$ cat src/rtl/core/smm_pkg.sv
package smm_pkg;

  localparam int MAX_SIZE    = 16;
  localparam int STORE_DEPTH = MAX_SIZE * MAX_SIZE;
  localparam int ADDR_W      = (STORE_DEPTH > 1) ? $clog2(STORE_DEPTH) : 1;
  localparam int K_W         = (MAX_SIZE > 1) ? $clog2(MAX_SIZE) : 1;

  localparam int CMD_W  = 2;
  localparam int IDX_W  = 4;
  localparam int DATA_W = 32;
  localparam int SIZE_W = 5;

  localparam logic [SIZE_W-1:0] SIZE_RESET = 5'd16;

  localparam logic [CMD_W-1:0] CMD_WRITE_A = 2'd0;
  localparam logic [CMD_W-1:0] CMD_WRITE_B = 2'd1;
  localparam logic [CMD_W-1:0] CMD_READ_C  = 2'd2;

  typedef struct packed {
    logic clear;
    logic valid;
    logic last;
  } mac_ctl_t;

  typedef struct packed {
    logic done;
  } mac_stat_t;

endpackage

$ cat src/rtl/core/smm_mac.sv
module smm_mac (
  input  logic                          clk,
  input  logic                          rst,
  input  smm_pkg::mac_ctl_t             ctl,
  input  logic [smm_pkg::DATA_W-1:0]    a,
  input  logic [smm_pkg::DATA_W-1:0]    b,
  output smm_pkg::mac_stat_t            stat,
  output logic [smm_pkg::DATA_W-1:0]    acc
);

  logic [smm_pkg::DATA_W-1:0] prod;
  logic                       prod_valid;
  logic                       prod_last;

  // stage 1: low word of the product, stage 2: wrapping accumulate
  always_ff @(posedge clk) begin
    prod <= smm_pkg::DATA_W'(a * b);
  end

  always_ff @(posedge clk) begin
    if (rst) begin
      prod_valid <= 1'b0;
      prod_last  <= 1'b0;
      stat.done  <= 1'b0;
    end else begin
      prod_valid <= ctl.valid;
      prod_last  <= ctl.valid & ctl.last;
      stat.done  <= prod_valid & prod_last;
    end
  end

  always_ff @(posedge clk) begin
    if (ctl.clear) begin
      acc <= '0;
    end else if (prod_valid) begin
      acc <= acc + prod;
    end
  end

endmodule

$ cat config.mk
export PLATFORM = sky130hd
export DESIGN_NAME = smm_mac
export DESIGN_NICKNAME = d
export VERILOG_FILES = /design/src/rtl/core/smm_pkg.sv /design/src/rtl/core/smm_mac.sv
export SDC_FILE = /design/constraint.sdc
export NUM_CORES = 1
export LEC_CHECK = 0
export ABC_AREA = 1
export BUFFER_PORTS_ARGS = -buffer_cell sky130_fd_sc_hd__buf_2
export CAP_MARGIN = 20
export CORE_ASPECT_RATIO = 0.7
export CORE_MARGIN = 2
export CORE_UTILIZATION = 60
export CTS_CLUSTER_DIAMETER = 100
export DETAILED_ROUTE_END_ITERATION = 16
export PLACE_DENSITY = 0.78
export SLEW_MARGIN = 10
export SYNTH_ARGS = -nofsm -noshare
export SYNTH_HDL_FRONTEND = slang
export SYNTH_SLANG_ARGS = --single-unit
$ cat constraint.sdc
create_clock -name clk -period 11.9 [get_ports clk]
set_clock_uncertainty 0.1 [all_clocks]
set_input_delay 1.785 -clock clk [delete_from_list [all_inputs] [get_ports clk]]
set_output_delay 1.785 -clock clk [all_outputs]
set_load 0.1 [all_outputs]
== Word-level counts from Yosys, hierarchy flattened ==
Index checks and enable logic that the tools add are counted.
W data, S select, Z words.

* Register bits after elaboration: 67
* Input port bits: 69
* Output and inout port bits: 33

* Add/sub/neg operators: 1
* Multipliers: 1
* Bitwise logic cells: 2

{| class="wikitable"
|+ Operator list
! cell !! number
|-
| $add A32 B32 Y32 || 1
|-
| $mul A32 B32 Y32 || 1
|-
| $and A1 B1 Y1 || 2
|}

== Depth between registers and ports, before layout ==
Gate-level depths: netlist (run 1).

* Depth in word-level cells: 1
* Mapped depth: 36
* Mapped depth without buffers: 34

== Worst setup path before layout (run 1) ==
No wires, ideal clock.

* Kind: input to register
* From: in b[6] (netlist bit)
* To: reg prod[29] (netlist bit)
* Library setup time: 0.120 ns
* Data arrival time: 7.664 ns
* Data required time: 11.680 ns
* Path slack: 4.016 ns
* Stages: 26
* Cell sequence: clkbuf_1 > clkbuf_1 > nand2_1 > inv_1 > fa_1 > fa_1 > fa_1 > inv_1 > fa_1 > inv_1 > fa_1 > inv_1 > fa_1 > inv_1 > fa_1 > fa_1 > ha_1 > a21oi_1 > o21ai_1 > a31oi_1 > nand3_1 > nand2_1 > nand2_1 > nand2_1 > nand2_1 > xor2_1

* Longest elaborated chain between the ends: 1

{| class="wikitable"
|+ Ends and longest elaborated chain
! element !! line !! text
|-
| start: declaration || smm_mac.sv:6 || <nowiki>input logic [smm_pkg::DATA_W-1:0] b,</nowiki>
|-
| $mul A32 B32 Y32 || smm_mac.sv:17 || <nowiki>prod <= smm_pkg::DATA_W'(a * b);</nowiki>
|-
| end signal: assignment || smm_mac.sv:17 ||
|-
| end: declaration || smm_mac.sv:11 || <nowiki>logic [smm_pkg::DATA_W-1:0] prod;</nowiki>
|}

No other way between the ends.
A chain may end at the register's enable or synchronous reset.

== Final worst setup path (run 1) ==
* From: in b[2] (netlist bit)
* To: reg prod[26] (netlist bit)

Same word-level chain as after synthesis.

==> flow_metrics.env, run 1 <==
export IMPL_r2r_cells=11
export IMPL_fp_dieH_um=158
export IMPL_register_area_um2=1340
export IMPL_worstPathRequired_ns=12.02
export IMPL_clkSlewWorstSetupHoldPaths_ns=0.06
export IMPL_ant_nets=0
export IMPL_grt_pass1_wl_um=88900
export IMPL_grt_max_degree=49
export IMPL_yosysMostFrequentCell="inv_1"
export IMPL_setup_tns_ns=0
export IMPL_critPathLaunchType="primary input"
export IMPL_clock_latency_ns=0.34
export IMPL_place_congestion=0.950
export IMPL_io_buffers=101
export IMPL_synthArstFlopShare_pct=0
export IMPL_startpoint="b[2]"
export IMPL_synth_top_flop_cell="dfxtp_1"
export IMPL_groute_layer_met2_usage_pct=46.7
export IMPL_synth_cell_types=49
export IMPL_dpl_cell_area_um2=21000
export IMPL_synthesis_nets=3391
export IMPL_initial_utilization_pct=61.0
export IMPL_fill_cells=2946
export IMPL_grt_use_total_pct=32.4
export IMPL_design_area_um2=21400
export IMPL_ys_ff_latch=67
export IMPL_crit_fanout=31
export IMPL_fin_util_pct=63.8
export IMPL_syn_avg_cell_area_um2=7.41
export IMPL_multi_input_area_um2=15600
export IMPL_regToRegSetupSlack_ns=9.20
export IMPL_grt_pass1_vias=17108
export IMPL_dp_hpwl_um=45500
export IMPL_die_w_um=225
export IMPL_crit_type="in -> reg"
export IMPL_ctsHoldBuffers=0
export IMPL_fmax_mhz=118
export IMPL_ios=102
export IMPL_setup_viol=0
export IMPL_hold_worst_slack_ns=0.329
export IMPL_antenna_found_initial=1
export IMPL_busiest_layer="met1"
export IMPL_synth_seq_area_share_pct=6.56
export IMPL_grt_use_met1_pct=47.7
export IMPL_cts_root_buf="clkbuf_16"
export IMPL_synth_top_cell_by_area="fa_1"
export IMPL_die_area_um2=35600
export IMPL_rows=56
export IMPL_drtIter0Drc=1886
export IMPL_postCtsResizedCells=0
export IMPL_synth_area_leaders="fa_1 (40%), inv_1 (15%), nand2_1 (14%)"
export IMPL_synth_edf_count=0
export IMPL_slew_violations=0
export IMPL_wire_per_inst_um=17.6
export IMPL_post_cts_buffers=0
export IMPL_outcome="finished, final reports clean"
export IMPL_cts_path_max_buffers=2
export IMPL_syn_cell_area_um2=20400
export IMPL_nNetsFinal=3394
export IMPL_yosysWarningCount=0
export IMPL_cp_arrival_ns=8.62
export IMPL_syn_inst=2759
export IMPL_fin_crit_sh_pct=71.4
export IMPL_design_core_area_um2=33500
export IMPL_crit_end="prod[26]"
export IMPL_h_tree_depth=3
export IMPL_hold_class="reg -> reg"
export IMPL_first_pass_iters=6
export IMPL_tritoncts="done"
export IMPL_synth_top_cell_area_share_pct=40.1
export IMPL_reg2reg_to="acc[24]"
export IMPL_rsz0062_at_grt="false"
export IMPL_max_slew_margin_pct=37.1
export IMPL_routed_via_density=5.39
export IMPL_vias=17253
export IMPL_max_cap_violations=0
export IMPL_areaGrowthSynthToFinish_pct=4.49
export IMPL_r2r_start="acc[0]"
export IMPL_worst_pin_slew_ns=0.944
export IMPL_cts_sinks=67
export IMPL_cts_buffers_inserted=9
export IMPL_hold_viol=0
export IMPL_use_met3_pct=9.74
export IMPL_worstSetupEndpointType="flop"
export IMPL_drive_gt1_share_pct=6.08
export IMPL_gr_total_overflow=0
export IMPL_min_period_ns=8.49
export IMPL_whs_path_depth=2
export IMPL_finalWirelength_um=56300
export IMPL_drc=0
export IMPL_synth_cells_most_frequent="inv_1 (790), nand2_1 (758), fa_1 (409)"
-- logic make-up (layout without fill, tap and decap cells) --
kind of cell               Yosys count  after routing  synth area share (%)
AOI/OAI and AO/OA                  174            174                  5.26
and+or+nand+nor                    985            985                  19.2
other                                0              1                     0
xor gates and xnor gates            55             55                  2.39
buffers and inverters              915            921                  17.1
DFF                                 67             67                  6.56
adders and majority gates          563            563                  49.5
-- through the flow --
stage,instances,worst slack (ns)
2_1_floorplan,2759,4.02
3_3_place_gp,3186,3.38
3_5_place_dp,3186,3.22
4_1_cts,3200,3.53
5_1_grt,3200,3.22
6_report,3201,3.41
-- cell type report --
cell class / count / area share (%)
antenna: 1 / 0.0117
sequential: 67 / 6.28
multi-input combinational: 1777 / 73.1
tap: 435 / 2.55
clock inverter: 4 / 0.357
inverter: 802 / 14.1
clock buffer: 10 / 1.12
timing repair buffer: 105 / 2.51
-- worst max-delay path, cell delays in order --
cell	delay, ns
buf_2	0.48
nand2_1	0.17
fa_1	0.59
fa_1	0.43
fa_1	0.50
fa_1	0.55
inv_1	0.05
fa_1	0.51
inv_1	0.06
fa_1	0.56
fa_1	0.44
fa_1	0.51
inv_1	0.05
ha_1	0.40
nand2_1	0.20
nor3_2	0.39
nand4_1	0.24
nand3_1	0.25
nand3_1	0.10
nand2_1	0.11
a21oi_1	0.09
xnor2_1	0.12
-- how the worst min path moves through the flow --
stage               from   end  slack, ns
3_5_place_dp   prod_last  stat       0.33
3_3_place_gp   prod_last  stat       0.31
4_1_cts        prod_last  stat       0.33
5_1_grt        prod_last  stat       0.35
6_report       prod_last  stat       0.33
2_1_floorplan  prod_last  stat       0.30
-- layer usage --
metal	vias up	share of wire (%)
li1	7892	-
met1	8412	44
met2	852	41
met3	93	12
met4	4	2.3
met5	-	0.12
-- layout by cell type (no fill, tap or decap), types with 4 or more instances in the layout --
master     instances
buf_2            101
clkbuf_16          9
inv_1            790
nor2_1           105
fa_1             409
nand2_1          758
nand3b_1           7
nand4_1           12
dfxtp_1           67
xor2_1            31
inv_2             12
nand2_2           11
a21oi_2            7
o21ai_1           11
o211ai_1           6
nor3_1             4
nand3_1           77
buf_4              4
ha_1             154
a21oi_1           61
o21bai_1           6
o21ai_0           45
o21ai_2            4
xnor2_1           23
a21o_1            11
-- flip-flops by register name, indices dropped and copies added (netlist names) --
signal,count
acc,32
prod_last,1
prod_valid,1
stat,1
prod,32
Power of run 1 is not shown: default switching activity piles up to over one toggle a cycle in this logic, so the estimate is an artifact.
==> inputs of run 2 (changes only) <==
--- a/config.mk
+++ b/config.mk
@@ -10,10 +10,10 @@
 export CAP_MARGIN = 20
 export CORE_ASPECT_RATIO = 0.7
 export CORE_MARGIN = 2
-export CORE_UTILIZATION = 60
+export CORE_UTILIZATION = 59
 export CTS_CLUSTER_DIAMETER = 100
 export DETAILED_ROUTE_END_ITERATION = 16
-export PLACE_DENSITY = 0.78
+export PLACE_DENSITY = 0.8
 export SLEW_MARGIN = 10
 export SYNTH_ARGS = -nofsm -noshare
 export SYNTH_HDL_FRONTEND = slang
==> constraint.sdc (replaced) <==
create_clock -name clk -period 7.4 [get_ports clk]
set_clock_uncertainty 0.1 [all_clocks]
set_input_delay 1.11 -clock clk [delete_from_list [all_inputs] [get_ports clk]]
set_output_delay 1.11 -clock clk [all_outputs]
set_load 0.1 [all_outputs]
==> run 2 against run 1 <==
  * Via count increased by 1.1%
  * Critical path depth increased by 1
  * Final area rose by 3.5%
  * Register-to-register slack worse by 4.4 ns
  * Sequential share of layout area fell by 0.21 points
  * Utilization increased by 1.7 points
  * Sequential cell count did not move
  * Final cell count rose by 3.7%
  * Non-clock buffer count is 86 higher
  * Die area grew 1.7%
  * Critical path type unchanged
  * Critical endpoint is now prod[31]
==> flow_metrics.env, run 2 (synthesis gave the netlist of run 1 again) <==
export IMPL_areaGrowthSynthToFinish_pct=8.13
export IMPL_design_core_area_um2=33800
export IMPL_fin_util_pct=65.4
export IMPL_cp_arrival_ns=7.30
export IMPL_first_pass_iters=5
export IMPL_wire_per_inst_um=17.9
export IMPL_die_area_um2=36200
export IMPL_crit_family="adder cells"
export IMPL_ant_nets=0
export IMPL_die_w_um=226
export IMPL_crit_type="in -> reg"
export IMPL_rsz0062_at_grt="false"
export IMPL_ios=102
export IMPL_timing_critical_path_mode_cell="fa_1"
export IMPL_finalWirelength_um=59400
export IMPL_max_stage_delay_ns=0.65
export IMPL_final_cell_mix="inv_1 (790), nand2_1 (758), fa_1 (409), ha_1 (154), nor2_1 (105)"
export IMPL_worstPathRequired_ns=7.54
export IMPL_dp_hpwl_um=50700
export IMPL_worstSetupEndpointType="flop"
export IMPL_initial_utilization_pct=60.5
export IMPL_drtIter0Drc=1763
export IMPL_routed_via_density=5.26
export IMPL_fp_dieH_um=160
export IMPL_grt_use_total_pct=33.9
export IMPL_antenna_found_initial=2
export IMPL_path_cells="buf_2 -> buf_4 -> nand2_1 -> fa_1 -> inv_1 -> fa_1 -> fa_1 -> fa_1 -> inv_1 -> fa_1 -> fa_1 -> fa_1 -> inv_1 -> fa_1 -> ha_1 -> nand2_1 -> nor2_1 -> nand3_1 -> nor2_1 -> a211oi_1 -> nand2_1 -> nand3_1 -> nand2_1"
export IMPL_min_period_ns=7.16
export IMPL_worst_pin_slew_ns=0.718
export IMPL_nNetsFinal=3480
export IMPL_critPathLaunchType="primary input"
export IMPL_hold_viol=0
export IMPL_grt_pass1_wl_um=94000
export IMPL_cts_buffers_inserted=9
export IMPL_max_slew_margin_pct=52.1
export IMPL_post_cts_buffers=0
export IMPL_final_common_cell="inv_1"
export IMPL_cts_sinks=67
export IMPL_grt_pass1_vias=17403
export IMPL_critPathSlowestCell="fa_1"
export IMPL_io_buffers=101
export IMPL_drc=0
export IMPL_place_congestion=0.976
export IMPL_max_cap_violations=0
export IMPL_clock_latency_ns=0.34
export IMPL_cts_path_max_buffers=2
export IMPL_tritoncts="done"
export IMPL_fin_crit_sh_pct=96.8
export IMPL_vias=17446
export IMPL_reg_top3="acc (32), prod (32)"
export IMPL_gr_total_overflow=0
export IMPL_grt_max_degree=48
export IMPL_cts_root_buf="clkbuf_16"
export IMPL_drive_gt1_share_pct=8.94
export IMPL_setup_tns_ns=0
export IMPL_hold_class="reg -> reg"
export IMPL_clkSlewWorstSetupHoldPaths_ns=0.06
export IMPL_postCtsResizedCells=0
export IMPL_crit_fanout=13
export IMPL_ctsHoldBuffers=0
export IMPL_setup_viol=0
export IMPL_fmax_mhz=140
export IMPL_critical_path_buf_inv_count=5
export IMPL_slew_violations=0
export IMPL_outcome="finished, final reports clean"
export IMPL_h_tree_depth=3
export IMPL_rows=56
run 2: cell types whose count changed in the layout (fill, tap and decap cells not counted), sizes merged:
cell,before,now
buf,105,176
clkbuf,10,28
bufinv,2,1
clkinv,1,0
clkinvlp,1,2
run 2: metal layers:
layer	GRT usage [%]	wire, um	vias up
met5	0	11	-
met4	4.67	696	2
met3	10.8	7880	55
met2	46.6	24000	918
met1	53.1	26800	8403
li1	-	-	8068
run 2: tightest hold or removal path: stages, from the launching register on:
cell	delay (ns)
dfxtp_1	0.29
nand2_1	0.05
nor2_1	0.03
run 2: layout make-up:
cell class                      instances  area, um2
Timing Repair Buffer                  191       1240
Inverter                              802       3010
Tap cell                              464        581
Sequential cell                        67       1340
Multi-Input combinational cell       1777      15600
Fill cell                            2940      11700
Antenna cell                            1       2.50
Clock buffer                           13        270
Clock inverter                          3       45.0
run 2: path summary, 6_finish.rpt:
check,from,to,slack (ns),depth (start not counted)
min,prod_last,stat,0.32,2
max,b[5],prod[31],0.24,23
min reg2reg,prod_last,stat,0.32,2
max reg2reg,acc[0],acc[24],4.80,11
run 2: stage by stage:
stage,cells,hold slack (ns),area (um2),worst slack [ns]
6_report,3318,0.320,22100,0.238
5_1_grt,3317,0.344,22100,0.00203
4_1_cts,3317,0.322,22100,0.205
3_5_place_dp,3301,0.315,21700,-0.149
3_3_place_gp,3301,0.307,21700,-0.129
2_1_floorplan,2759,0.303,20400,0.191
Power of run 2 is left out for the same reason.
